### src/hdl/bbvp_pkg.sv
package bbvp_pkg;

  // Widest block address that the NUM_BLOCKS range (1 to 63) can need.
  localparam int BLK_ADDR_W  = 6;
  localparam int CNT_W       = 32;
  localparam int STAMP_W     = 48;
  localparam int ENTRY_W     = CNT_W + STAMP_W;
  localparam int CFG_IDX_W   = 8;
  localparam int CFG_DATA_W  = 48;
  localparam int DEF_NUM_BLOCKS = 32;
  localparam logic [STAMP_W-1:0] LIMIT_RESET = 48'd100000000;

  localparam logic OP_BLOCK     = 1'b0;
  localparam logic OP_END       = 1'b1;
  localparam logic KIND_ENTRY   = 1'b0;
  localparam logic KIND_SUMMARY = 1'b1;

  localparam logic [CFG_IDX_W-1:0] CFG_ENABLE = 8'd0;
  localparam logic [CFG_IDX_W-1:0] CFG_LIMIT  = 8'd1;

  typedef struct packed {
    logic        operation;
    logic [15:0] block_instructions;
    logic [4:0]  block_index;
  } in_item_t;

  typedef struct packed {
    logic        kind;
    logic [31:0] region_number;
    logic [4:0]  entry_block;
    logic [31:0] exec_count;
    logic [47:0] last_stamp;
    logic [47:0] region_instructions;
    logic [47:0] total_instructions;
    logic        last;
  } out_item_t;

  // Control from the sequencer to the block store.
  typedef struct packed {
    logic                  rd_en;
    logic [BLK_ADDR_W-1:0] rd_addr;
    logic                  wr_en;
    logic [BLK_ADDR_W-1:0] wr_addr;
    logic                  clr;
  } store_req_t;

  typedef enum logic [2:0] {
    ST_IDLE,
    ST_DRAIN,
    ST_SCAN,
    ST_TAIL,
    ST_SUMMARY
  } bbvp_state_t;

endpackage

### src/hdl/bbvp_store.sv
module bbvp_store #(
  parameter int NUM_BLOCKS = 32
) (
  input  logic                        clk,
  input  logic                        rst_n,
  input  bbvp_pkg::store_req_t        req,
  input  logic [bbvp_pkg::ENTRY_W-1:0] wr_data,
  output logic [bbvp_pkg::ENTRY_W-1:0] rd_data,
  output logic                        rd_vld
);
  import bbvp_pkg::*;

  localparam int AW = (NUM_BLOCKS > 1) ? $clog2(NUM_BLOCKS) : 1;

  logic [ENTRY_W-1:0]    mem [NUM_BLOCKS];
  logic [NUM_BLOCKS-1:0] valid_r;
  logic [ENTRY_W-1:0]    rd_data_r;
  logic                  rd_vld_r;

  // Entry payload: count in the upper bits, stamp below.
  always_ff @(posedge clk) begin
    if (req.wr_en) begin
      mem[req.wr_addr[AW-1:0]] <= wr_data;
    end
    if (req.rd_en) begin
      rd_data_r <= mem[req.rd_addr[AW-1:0]];
    end
  end

  // An entry without its valid bit reads as zero count.
  always_ff @(posedge clk) begin
    if (!rst_n) begin
      valid_r  <= '0;
      rd_vld_r <= 1'b0;
    end else begin
      if (req.rd_en) begin
        rd_vld_r <= valid_r[req.rd_addr[AW-1:0]];
      end
      if (req.clr) begin
        valid_r <= '0;
      end else if (req.wr_en) begin
        valid_r[req.wr_addr[AW-1:0]] <= 1'b1;
      end
    end
  end

  assign rd_data = rd_data_r;
  assign rd_vld  = rd_vld_r;

endmodule

### src/hdl/basic_block_vector_profiler_top.sv
// Block events are taken one per cycle when idle; each entry is written the next cycle.
// A region close (limit passed or end of interest) keeps busy high through
// a drain state, one store read per block, a tail state and the summary
// state; the summary record is registered out of the summary state.
// Synchronous active-low reset clears counts, stamps and totals, resets registers.
// Results are strobed for one cycle each; the receiver cannot stall them.
module basic_block_vector_profiler_top #(
  parameter int NUM_BLOCKS = bbvp_pkg::DEF_NUM_BLOCKS
) (
  input  logic                            clk,
  input  logic                            rst_n,
  input  logic                            start,
  output logic                            busy,
  input  bbvp_pkg::in_item_t              in_data,
  output logic                            out_strobe,
  output bbvp_pkg::out_item_t             out_data,
  input  logic                            cfg_valid,
  output logic                            cfg_ready,
  input  logic [bbvp_pkg::CFG_IDX_W-1:0]  cfg_index,
  input  logic [bbvp_pkg::CFG_DATA_W-1:0] cfg_data
);
  import bbvp_pkg::*;

  localparam logic [BLK_ADDR_W-1:0] NB      = BLK_ADDR_W'(NUM_BLOCKS);
  localparam logic [BLK_ADDR_W-1:0] LAST_BLK = BLK_ADDR_W'(NUM_BLOCKS - 1);

  // The controller walks the regions: idle while events stream in, then a
  // drain cycle so the last event's write lands, a scan of the block store,
  // a tail cycle for the final read and the summary.
  bbvp_state_t state_r, state_nxt;

  // Configuration registers.
  logic               enable_r, enable_nxt;
  logic [STAMP_W-1:0] limit_r, limit_nxt;

  // Region-wide counters.
  logic [STAMP_W-1:0] rc_r, rc_nxt;
  logic [STAMP_W-1:0] gt_r, gt_nxt;
  logic [31:0]        region_idx_r, region_idx_nxt;
  logic               close_last_r, close_last_nxt;

  // Second stage of a block event: the store read has returned, so the new
  // count is formed and written back with the stamp taken at the transfer.
  logic                  s1_act_r, s1_act_nxt;
  logic [BLK_ADDR_W-1:0] s1_idx_r, s1_idx_nxt;
  logic [STAMP_W-1:0]    s1_stamp_r, s1_stamp_nxt;
  logic                  s1_fwd_r, s1_fwd_nxt;
  logic [CNT_W-1:0]      fwd_cnt_r;

  // Scan address and the block whose data returns this cycle.
  logic [BLK_ADDR_W-1:0] scan_addr_r, scan_addr_nxt;
  logic                  scan_d_r, scan_d_nxt;
  logic [BLK_ADDR_W-1:0] scan_blk_r, scan_blk_nxt;

  logic      out_strobe_r, out_strobe_nxt;
  out_item_t out_data_r, out_data_nxt;

  store_req_t         req;
  logic [ENTRY_W-1:0] wr_data;
  logic [ENTRY_W-1:0] rd_data;
  logic               rd_vld;

  logic                  accept;
  logic                  ev_hit;
  logic [BLK_ADDR_W-1:0] in_idx;
  logic [STAMP_W:0]      rc_sum;
  logic [STAMP_W-1:0]    rc_new;
  logic [STAMP_W:0]      gt_sum;
  logic [STAMP_W-1:0]    gt_new;
  logic [CNT_W-1:0]      cnt_base;
  logic [CNT_W-1:0]      cnt_new;

  bbvp_store #(
    .NUM_BLOCKS(NUM_BLOCKS)
  ) u_store (
    .clk     (clk),
    .rst_n   (rst_n),
    .req     (req),
    .wr_data (wr_data),
    .rd_data (rd_data),
    .rd_vld  (rd_vld)
  );

  assign busy      = (state_r != ST_IDLE);
  assign cfg_ready = 1'b1;
  assign accept    = start && !busy;
  assign in_idx    = BLK_ADDR_W'(in_data.block_index);

  // Only an enabled event for a block in range touches any state.
  assign ev_hit = accept && (in_data.operation == OP_BLOCK) && enable_r && (in_idx < NB);

  // Saturating region count after this event.
  assign rc_sum = {1'b0, rc_r} + (STAMP_W+1)'(in_data.block_instructions);
  assign rc_new = rc_sum[STAMP_W] ? '1 : rc_sum[STAMP_W-1:0];

  assign gt_sum = {1'b0, gt_r} + {1'b0, rc_r};
  assign gt_new = gt_sum[STAMP_W] ? '1 : gt_sum[STAMP_W-1:0];

  // A back-to-back event on the same block read the store before the
  // previous write landed, so it takes the count from the forwarding register.
  assign cnt_base = s1_fwd_r ? fwd_cnt_r : (rd_vld ? rd_data[ENTRY_W-1:STAMP_W] : '0);
  assign cnt_new  = (cnt_base == '1) ? cnt_base : cnt_base + CNT_W'(1);
  assign wr_data  = {cnt_new, s1_stamp_r};

  always_comb begin
    state_nxt      = state_r;
    enable_nxt     = enable_r;
    limit_nxt      = limit_r;
    rc_nxt         = rc_r;
    gt_nxt         = gt_r;
    region_idx_nxt = region_idx_r;
    close_last_nxt = close_last_r;
    s1_act_nxt     = 1'b0;
    s1_idx_nxt     = s1_idx_r;
    s1_stamp_nxt   = s1_stamp_r;
    s1_fwd_nxt     = 1'b0;
    scan_addr_nxt  = scan_addr_r;
    scan_d_nxt     = 1'b0;
    scan_blk_nxt   = scan_addr_r;
    out_strobe_nxt = 1'b0;
    out_data_nxt   = out_data_r;

    req.rd_en   = 1'b0;
    req.rd_addr = in_idx;
    req.wr_en   = s1_act_r;
    req.wr_addr = s1_idx_r;
    req.clr     = 1'b0;

    if (cfg_valid && cfg_ready) begin
      unique case (cfg_index)
        CFG_ENABLE: enable_nxt = cfg_data[0];
        CFG_LIMIT:  limit_nxt  = cfg_data;
        default:    ;
      endcase
    end

    // A scan read returns: a block that ran in this region gives an entry.
    if (scan_d_r && rd_vld) begin
      out_strobe_nxt                   = 1'b1;
      out_data_nxt.kind                = KIND_ENTRY;
      out_data_nxt.region_number       = region_idx_r;
      out_data_nxt.entry_block         = scan_blk_r[4:0];
      out_data_nxt.exec_count          = rd_data[ENTRY_W-1:STAMP_W];
      out_data_nxt.last_stamp          = rd_data[STAMP_W-1:0];
      out_data_nxt.region_instructions = '0;
      out_data_nxt.total_instructions  = '0;
      out_data_nxt.last                = 1'b0;
    end

    unique case (state_r)
      ST_IDLE: begin
        if (accept && (in_data.operation == OP_END)) begin
          enable_nxt     = 1'b0;
          close_last_nxt = 1'b1;
          state_nxt      = ST_DRAIN;
        end else if (ev_hit) begin
          req.rd_en    = 1'b1;
          rc_nxt       = rc_new;
          s1_act_nxt   = 1'b1;
          s1_idx_nxt   = in_idx;
          s1_stamp_nxt = rc_new;
          s1_fwd_nxt   = s1_act_r && (s1_idx_r == in_idx);
          if (rc_new > limit_r) begin
            close_last_nxt = 1'b0;
            state_nxt      = ST_DRAIN;
          end
        end
      end
      ST_DRAIN: begin
        scan_addr_nxt = '0;
        state_nxt     = ST_SCAN;
      end
      ST_SCAN: begin
        req.rd_en     = 1'b1;
        req.rd_addr   = scan_addr_r;
        scan_d_nxt    = 1'b1;
        scan_addr_nxt = scan_addr_r + BLK_ADDR_W'(1);
        if (scan_addr_r == LAST_BLK) begin
          state_nxt = ST_TAIL;
        end
      end
      ST_TAIL: begin
        state_nxt = ST_SUMMARY;
      end
      ST_SUMMARY: begin
        out_strobe_nxt                   = 1'b1;
        out_data_nxt.kind                = KIND_SUMMARY;
        out_data_nxt.region_number       = region_idx_r;
        out_data_nxt.entry_block         = '0;
        out_data_nxt.exec_count          = '0;
        out_data_nxt.last_stamp          = '0;
        out_data_nxt.region_instructions = rc_r;
        out_data_nxt.total_instructions  = gt_new;
        out_data_nxt.last                = close_last_r;
        gt_nxt         = gt_new;
        rc_nxt         = '0;
        region_idx_nxt = region_idx_r + 32'd1;
        req.clr        = 1'b1;
        state_nxt      = ST_IDLE;
      end
      default: state_nxt = ST_IDLE;
    endcase
  end

  always_ff @(posedge clk) begin
    if (!rst_n) begin
      state_r      <= ST_IDLE;
      enable_r     <= 1'b0;
      limit_r      <= LIMIT_RESET;
      rc_r         <= '0;
      gt_r         <= '0;
      region_idx_r <= '0;
      close_last_r <= 1'b0;
      s1_act_r     <= 1'b0;
      s1_fwd_r     <= 1'b0;
      scan_addr_r  <= '0;
      scan_d_r     <= 1'b0;
      out_strobe_r <= 1'b0;
    end else begin
      state_r      <= state_nxt;
      enable_r     <= enable_nxt;
      limit_r      <= limit_nxt;
      rc_r         <= rc_nxt;
      gt_r         <= gt_nxt;
      region_idx_r <= region_idx_nxt;
      close_last_r <= close_last_nxt;
      s1_act_r     <= s1_act_nxt;
      s1_fwd_r     <= s1_fwd_nxt;
      scan_addr_r  <= scan_addr_nxt;
      scan_d_r     <= scan_d_nxt;
      out_strobe_r <= out_strobe_nxt;
    end
  end

  always_ff @(posedge clk) begin
    s1_idx_r   <= s1_idx_nxt;
    s1_stamp_r <= s1_stamp_nxt;
    fwd_cnt_r  <= cnt_new;
    scan_blk_r <= scan_blk_nxt;
    out_data_r <= out_data_nxt;
  end

  assign out_strobe = out_strobe_r;
  assign out_data   = out_data_r;

`ifndef SYNTHESIS
  // A summary leaves only from the summary state.
  a_summary_src: assert property (@(posedge clk) disable iff (!rst_n)
    (out_strobe_r && out_data_r.kind == KIND_SUMMARY) |-> $past(state_r == ST_SUMMARY))
    else $error("summary transfer without summary state");

  // Event write-back never overlaps the scan.
  a_wb_window: assert property (@(posedge clk) disable iff (!rst_n)
    s1_act_r |-> (state_r == ST_IDLE || state_r == ST_DRAIN))
    else $error("store write-back during scan");

  // The region counter is cleared once a region closes.
  a_rc_clear: assert property (@(posedge clk) disable iff (!rst_n)
    (state_r == ST_SUMMARY) |=> (rc_r == '0 && state_r == ST_IDLE))
    else $error("region counter not cleared after close");

  // End of interest always starts a close and disables profiling.
  a_end_close: assert property (@(posedge clk) disable iff (!rst_n)
    (accept && in_data.operation == OP_END) |=> (state_r == ST_DRAIN && !enable_r))
    else $error("end of interest did not close region");
`endif

endmodule

### config.mk
export PLATFORM = sky130hd
export DESIGN_NAME = basic_block_vector_profiler_top
export DESIGN_NICKNAME = d
export VERILOG_FILES = /design/src/hdl/bbvp_pkg.sv /design/src/hdl/bbvp_store.sv /design/src/hdl/basic_block_vector_profiler_top.sv
export SDC_FILE = /design/constraint.sdc
export NUM_CORES = 2
export LEC_CHECK = 0
export ABC_CLOCK_PERIOD_IN_PS = 7800
export BUFFER_PORTS_ARGS = -buffer_cell sky130_fd_sc_hd__buf_2
export CAP_MARGIN = 10
export CORE_ASPECT_RATIO = 1.75
export CORE_UTILIZATION = 55
export CTS_CLUSTER_SIZE = 12
export DETAILED_ROUTE_END_ITERATION = 6
export PLACE_DENSITY = 0.86
export SLEW_MARGIN = 40
export SYNTH_ARGS = -nofsm -noshare
export SYNTH_HDL_FRONTEND = slang
export SYNTH_SLANG_ARGS = --single-unit
### constraint.sdc
create_clock -name clk -period 7.8 [get_ports clk]
set_input_delay 0 -clock clk [delete_from_list [all_inputs] [get_ports clk]]
set_output_delay 0 -clock clk [all_outputs]
set_load 0.01 [all_outputs]
==> Word-level counts from Yosys, hierarchy flattened <==
Memory sizes are Yosys's and may differ from the RTL's. A register that Yosys moved wholly into a read port is not among the register bits.
Cells that the tools add are included.
{ "totals": {"regBits": 529, "ram_bits": 2560, "in_bits": 82, "out_inout_bits": 218, "word_cells": 118, "mem_count": 1} }
{ "op_classes": {"add_sub_neg": 5, "order_cmp": 5, "eq_ne": 13, "n_mux": 37, "bitwise_logic": 6, "n_reduce_logical": 25} }
{ "memory_table": {"columns": ["name", "depth", "word_bits", "rd", "rd_clocked_by_memory_dff", "wr", "line", "text"], "rows": [
  ["u_store.mem", 32, 80, 1, 1, 1, "bbvp_store.sv:15", "logic [ENTRY_W-1:0] mem [NUM_BLOCKS];"]
]} }
{ "ops": {"columns": ["op", "n"], "rows": [
  ["$mux W214", 2],
  ["$mux W48", 4],
  ["$mux W32", 3],
  ["$pmux W48 S2", 1],
  ["$add A32 B1 Y32 const B", 2],
  ["$add A48 B16 Y49", 1],
  ["$add A48 B48 Y49", 1],
  ["$gt A48 B48 Y1", 1],
  ["$eq A32 B32 Y1 const B", 1],
  ["$or A32 B32 Y32", 1],
  ["$lt A5 B6 Y1 const B", 3],
  ["$mux W1", 17],
  ["$mux W3", 4],
  ["$pmux W3 S4", 1],
  ["$pmux W6 S2", 1],
  ["$reduce_and A3 Y1", 4],
  ["$reduce_bool A2 Y1", 5],
  ["$eq A8 B1 Y1 const B", 1],
  ["$logic_and A1 B1 Y1", 8],
  ["$logic_not A8 Y1", 1],
  ["$add A6 B1 Y6 const B", 1],
  ["$eq A3 B2 Y1 const B", 2],
  ["$eq A6 B5 Y1 const B", 1],
  ["$ne A2 B2 Y1 const B", 3],
  ["16 further kinds", 22]
]} }

==> Depth between registers and ports, before layout <==
{ "depth": {"depth_word": 9, "mapped_depth": 24, "ltp_nobuf": 22} }

==> Cells and area by module <==
A second synthesis with hierarchy kept.
{ "hier_totals": {"cells_unflattened": 6639, "area_unflattened_um2": 124856.0} }
{ "modules_own_cells": {"columns": ["mod", "instances", "cells_per_inst", "area_per_inst_um2", "seq_area_each_um2"], "rows": [
  ["bbvp_store", 1, 3978, 100620.3, 79936.7],
  ["basic_block_vector_profiler_top", 1, 2661, 24235.7, 11751.3]
]} }

==> Worst setup path after synthesis <==
No wires, ideal clock.
{ "synth_timing": {"path_kind": "register to register", "from": "reg state_r[2]", "to": "reg u_store.rd_data_r[0] (netlist: u_store.rd_data[0]) (read register of u_store.mem), enable pin", "setup_time_ns": 0.646, "arrival_time_ns": 6.686, "required_time_ns": 7.154, "slack_ns": 0.468, "stages_incl_launch_ff": 4, "n_path_buf": 1, "period_less_slack_ns": 7.332, "path_cell_list": "dfxtp_1 buf_2 nor2_1 a21boi_0"} }
{ "synth_lines": {"columns": ["item", "line", "text"], "rows": [
  ["from (decl)", "basic_block_vector_profiler_top.sv:30", "bbvp_state_t state_r, state_nxt;"],
  ["from (signal assigned)", "basic_block_vector_profiler_top.sv:220", "state_r <= state_nxt;"],
  ["to (decl)", "bbvp_store.sv:17", "logic [ENTRY_W-1:0] rd_data_r;"]
]} }

==> Worst setup path in the final report <==
{ "layout_timing": {"from": "reg rc_r[0]", "to": "reg state_r[0]"} }
{ "layout_via": {"elab_chain_len": 5} }
{ "layout_lines": {"columns": ["item", "line", "text"], "rows": [
  ["from (decl)", "basic_block_vector_profiler_top.sv:37", "logic [STAMP_W-1:0] rc_r, rc_nxt;"],
  ["from (signal assigned)", "basic_block_vector_profiler_top.sv:223", "rc_r <= rc_nxt;"],
  ["$add A48 B16 Y49", "basic_block_vector_profiler_top.sv:93", "assign rc_sum = {1'b0, rc_r} + (STAMP_W+1)'(in_data.block_instructions);"],
  ["$mux W48", "basic_block_vector_profiler_top.sv:94", "assign rc_new = rc_sum[STAMP_W] ? '1 : rc_sum[STAMP_W-1:0];"],
  ["via rc_new[44]", "basic_block_vector_profiler_top.sv:67", "logic [STAMP_W-1:0] rc_new;"],
  ["$gt A48 B48 Y1", "basic_block_vector_profiler_top.sv:163", "if (rc_new > limit_r) begin"],
  ["$ne A3 B3 Y1 (no line)", null, null],
  ["$reduce_and A3 Y1 (no line)", null, null]
]} }
The timed path passes the listed nets, and every way through them passes these cells.
A chain may end at the register's enable or synchronous reset.

==> impl_results.md <==
- Synth warn: 0
- Die W: 363.2 um
- Buffers on Ports: 298
- Min Tclk post-route: 6.578 ns
- FF+latch area: 91690 sq um
- Combinational fraction of design power: 5.2%
- CP startpoint kind: flip-flop
- Setup TNS: 0 ns
- Post-route clock period utilization: 84.33%
- Relative slew slack: 35.59%
- DRC violations left: 0
- Synth Net Count: 7728
- Worst setup EP type: flip-flop
- Sw Pwr: 0.007646 W
- Clk pin slew, worst setup/hold paths: 0.07 ns
- Register area share after synthesis: 73.02%
- Synth top area share: 67.49%
- First-pass GRT wire length: 566000 um
- Htree depth: 5
- Hold Crit Class: in2reg
- Final hold vios: 0
- Commonest non-fill, non-tap cells in the layout: edfxtp_1, nand2_1, mux4_2
- Syn Std Cell Area: 125600 sq um
- Longest Clk Path Bufs: 4
- Least-Margin Pin Slew: 0.9661 ns
- Clock skew: 0.05843 ns
- Initial antenna violation count: 14
- Pin count of the biggest net entering global routing: 120
- Max-Cap Viols: 0
- Num CTS Buffers: 310
- DP HPWL: 199700 um
- RD Place Congestion: 0.9545
- Final net count: 8345
- Post-synthesis cell count: 7529
- Layout cell share with drive strength beyond 1: 19.92%
- Worst-skew pair later-pin latency: 0.88 ns
- # resized after CTS: 0
- Routed len/inst: 35.41 um
- Pwr/cell area: 239.3 nW/um^2
- Cell total after placement: 10640
- Io pins: 300
- Die H: 634.1 um
- Leak Pwr: 47.67 nW
- GRT Total Usage: 34.53%
- Multi-input gate area: 32670 sq um
- CTS root buf: clkbuf_16
- Core area: 226600 sq um
- Setup bufs post-CTS: 0
- Largest cells by area after synthesis: edfxtp_1, mux4_2, dfxtp_1
- Initial Util: 55.41%
- Sink Count: 3169
- Avg Inst Size Synth: 16.68 sq um
- Main synth FF type: edfxtp_1
- WP data required: 8.54 ns
- # setup viols final: 0
- Syn-to-layout area delta: 14.33%
- Layout Cells excl Fill: 11350
- Hold_buf cts: 193
- RSZ-0062 raised after global routing: no
- Sequential share of power: 53.7%
- Post-synthesis sequential element count: 3169
- Most common cell after layout, fill and taps aside: edfxtp_1
- Peak VDD IR: 0.0001772 V
- Async SR Flop Fraction: 0%
- DRT Pass-1 Iters: 6
- WP data arrival: 7.32 ns
- DR vias/cell: 7.024
- Total length of routed wires: 401900 um
- Netlist cell types: 89
- EDFF count, synth: 2822
- Grt ovf: 0
- Rows: 231
- Post-synth top area cell: edfxtp_1
- Max Clk Rate: 152.0 MHz
- Status: finished, final reports clean
- FILL cells: 14114
- CP max FO: 9
- Total die area: 230300 sq um
- Setup Crit Path Kind: reg2reg
- Antenna-violating nets left: 0
- CTS tree: yes
- Clock power frac: 41.1%
- Vias: 79725
- Vias in the first global route: 81434
- Internal power: 0.02671 W
- Switch share: 22.26%
- Detailed Route Iter0 Violations: 13089
- Max-slew violation count: 0
-- registers in the layout, summed over array words and instances, names as in the netlist, 6 cells and up --
signal / count
s1_stamp_r: 48
gt_r: 48
u_store.rd_data: 80
u_store.mem: 2560
fwd_cnt_r: 32
u_store.valid_r: 32
limit_r: 48
region_idx_r: 32
out_data: 215
scan_addr_r: 6
rc_r: 48
-- cells by family after synthesis --
logic type / synth area share (%)
flip-flops: 73.02
AND/OR/NAND/NOR: 7.706
AO/OA/AOI/OAI: 3.749
multiplexers: 11.73
buffers and inverters: 1.608
XOR/XNOR: 1.004
adder cells (fa/ha/maj): 1.178
other: 0.002987
-- routing by layer --
metal  up-vias  GRT usage, %  wire length, um
met1     38797         39.25           118500
li1      30231             -                -
met5         -             0               96
met3      2324         8.561            54700
met4        14         27.21            37710
met2      8359         55.87           190900
-- area by class of cell --
cell class | instances | area share (%)
Sequential cell | 3169 | 63.87
Tap cell | 3029 | 2.640
Antenna cell | 6 | 0.01046
Timing Repair Buffer | 730 | 4.362
Inverter | 75 | 0.1961
Multi-Input combinational cell | 3860 | 22.75
Clock buffer | 458 | 5.946
Clock inverter | 23 | 0.2222
-- per-stage QoR --
stage	area [sq um]	total power, W	setup WS [ns]	utilization, %	hold slack [ns]
final	143600	0.03435	1.222	63.35	0.05821
after global routing	143600	0.03494	1.069	63.35	0.05101
after CTS	143100	0.03428	1.452	63.17	0.003082
after detailed placement	132400	0.02043	1.986	58.41	0.2471
after global placement	131100	0.02035	1.721	57.85	0.2544
after floorplan	125600	0.01987	0.4683	-	0.09887
-- power groups by stage --
stage / logic (W) / clock network (W) / registers [W]
2_1_floorplan: 0.00108 / 0 / 0.0188
3_3_place_gp: 0.00156 / 0 / 0.0188
3_5_place_dp: 0.00164 / 0 / 0.0188
4_1_cts: 0.00176 / 0.0141 / 0.0184
5_1_grt: 0.00187 / 0.0146 / 0.0184
6_report: 0.00179 / 0.0141 / 0.0184
-- critical path: stages (launching register included) --
cell and delay, ns:
dfxtp_1 0.41, ha_1 0.22, fa_1 0.25, a21o_1 0.19, a21oi_1 0.13, o211ai_1 0.28
nand4_1 0.25, a211oi_2 0.33, buf_4 0.24, nand4_1 0.40, or2_2 0.48, xor2_1 0.14
nand2_1 0.09, ha_1 0.28, nand4_1 0.21, nor2_1 0.31, nand2_1 0.13, nor4_1 0.58
nand2_1 0.18, or3_1 0.54, nand3_1 0.15, o21ai_0 0.10, dlygate4sd3_1 0.57
-- Yosys cell counts (6+ instances only) --
| cell | number |
|---|---|
| edfxtp_1 | 2822 |
| nand2_1 | 1211 |
| mux4_2 | 648 |
| nand3_1 | 474 |
| dfxtp_1 | 347 |
| clkbuf_1 | 309 |
| a21oi_1 | 236 |
| o21ai_0 | 226 |
| nor2_1 | 181 |
| ha_1 | 115 |
| xnor2_1 | 95 |
| buf_2 | 79 |
| and2_1 | 75 |
| inv_1 | 74 |
| and3_1 | 69 |
| a21o_1 | 59 |
| o21a_1 | 54 |
| xor2_1 | 49 |
| a21boi_0 | 48 |
| nand4_1 | 38 |
| buf_1 | 31 |
| a22o_1 | 27 |
| nor3_1 | 24 |
| nor2_4 | 18 |
| o211ai_1 | 16 |
| a31oi_1 | 13 |
| nand3b_1 | 13 |
| or3_1 | 10 |
| nand2b_1 | 9 |
| nor2b_1 | 9 |
| mux2i_1 | 8 |
| nand4b_1 | 8 |
| a22oi_1 | 7 |
| a211oi_1 | 6 |
| nor4_1 | 6 |
| o21bai_1 | 6 |
-- final timing paths --
check / startpoint / end / slack (ns) / cells past startpoint
worst min-delay path: in_data[2] / s1_idx_r[2] / 0.06 / 2
worst max register to register: rc_r[0] / state_r[0] / 1.22 / 22
worst min register to register: out_data[124] / out_data[124] / 0.45 / 2
worst max-delay path: rc_r[0] / state_r[0] / 1.22 / 22
No activity file was read; power rests on OpenSTA's default activity.
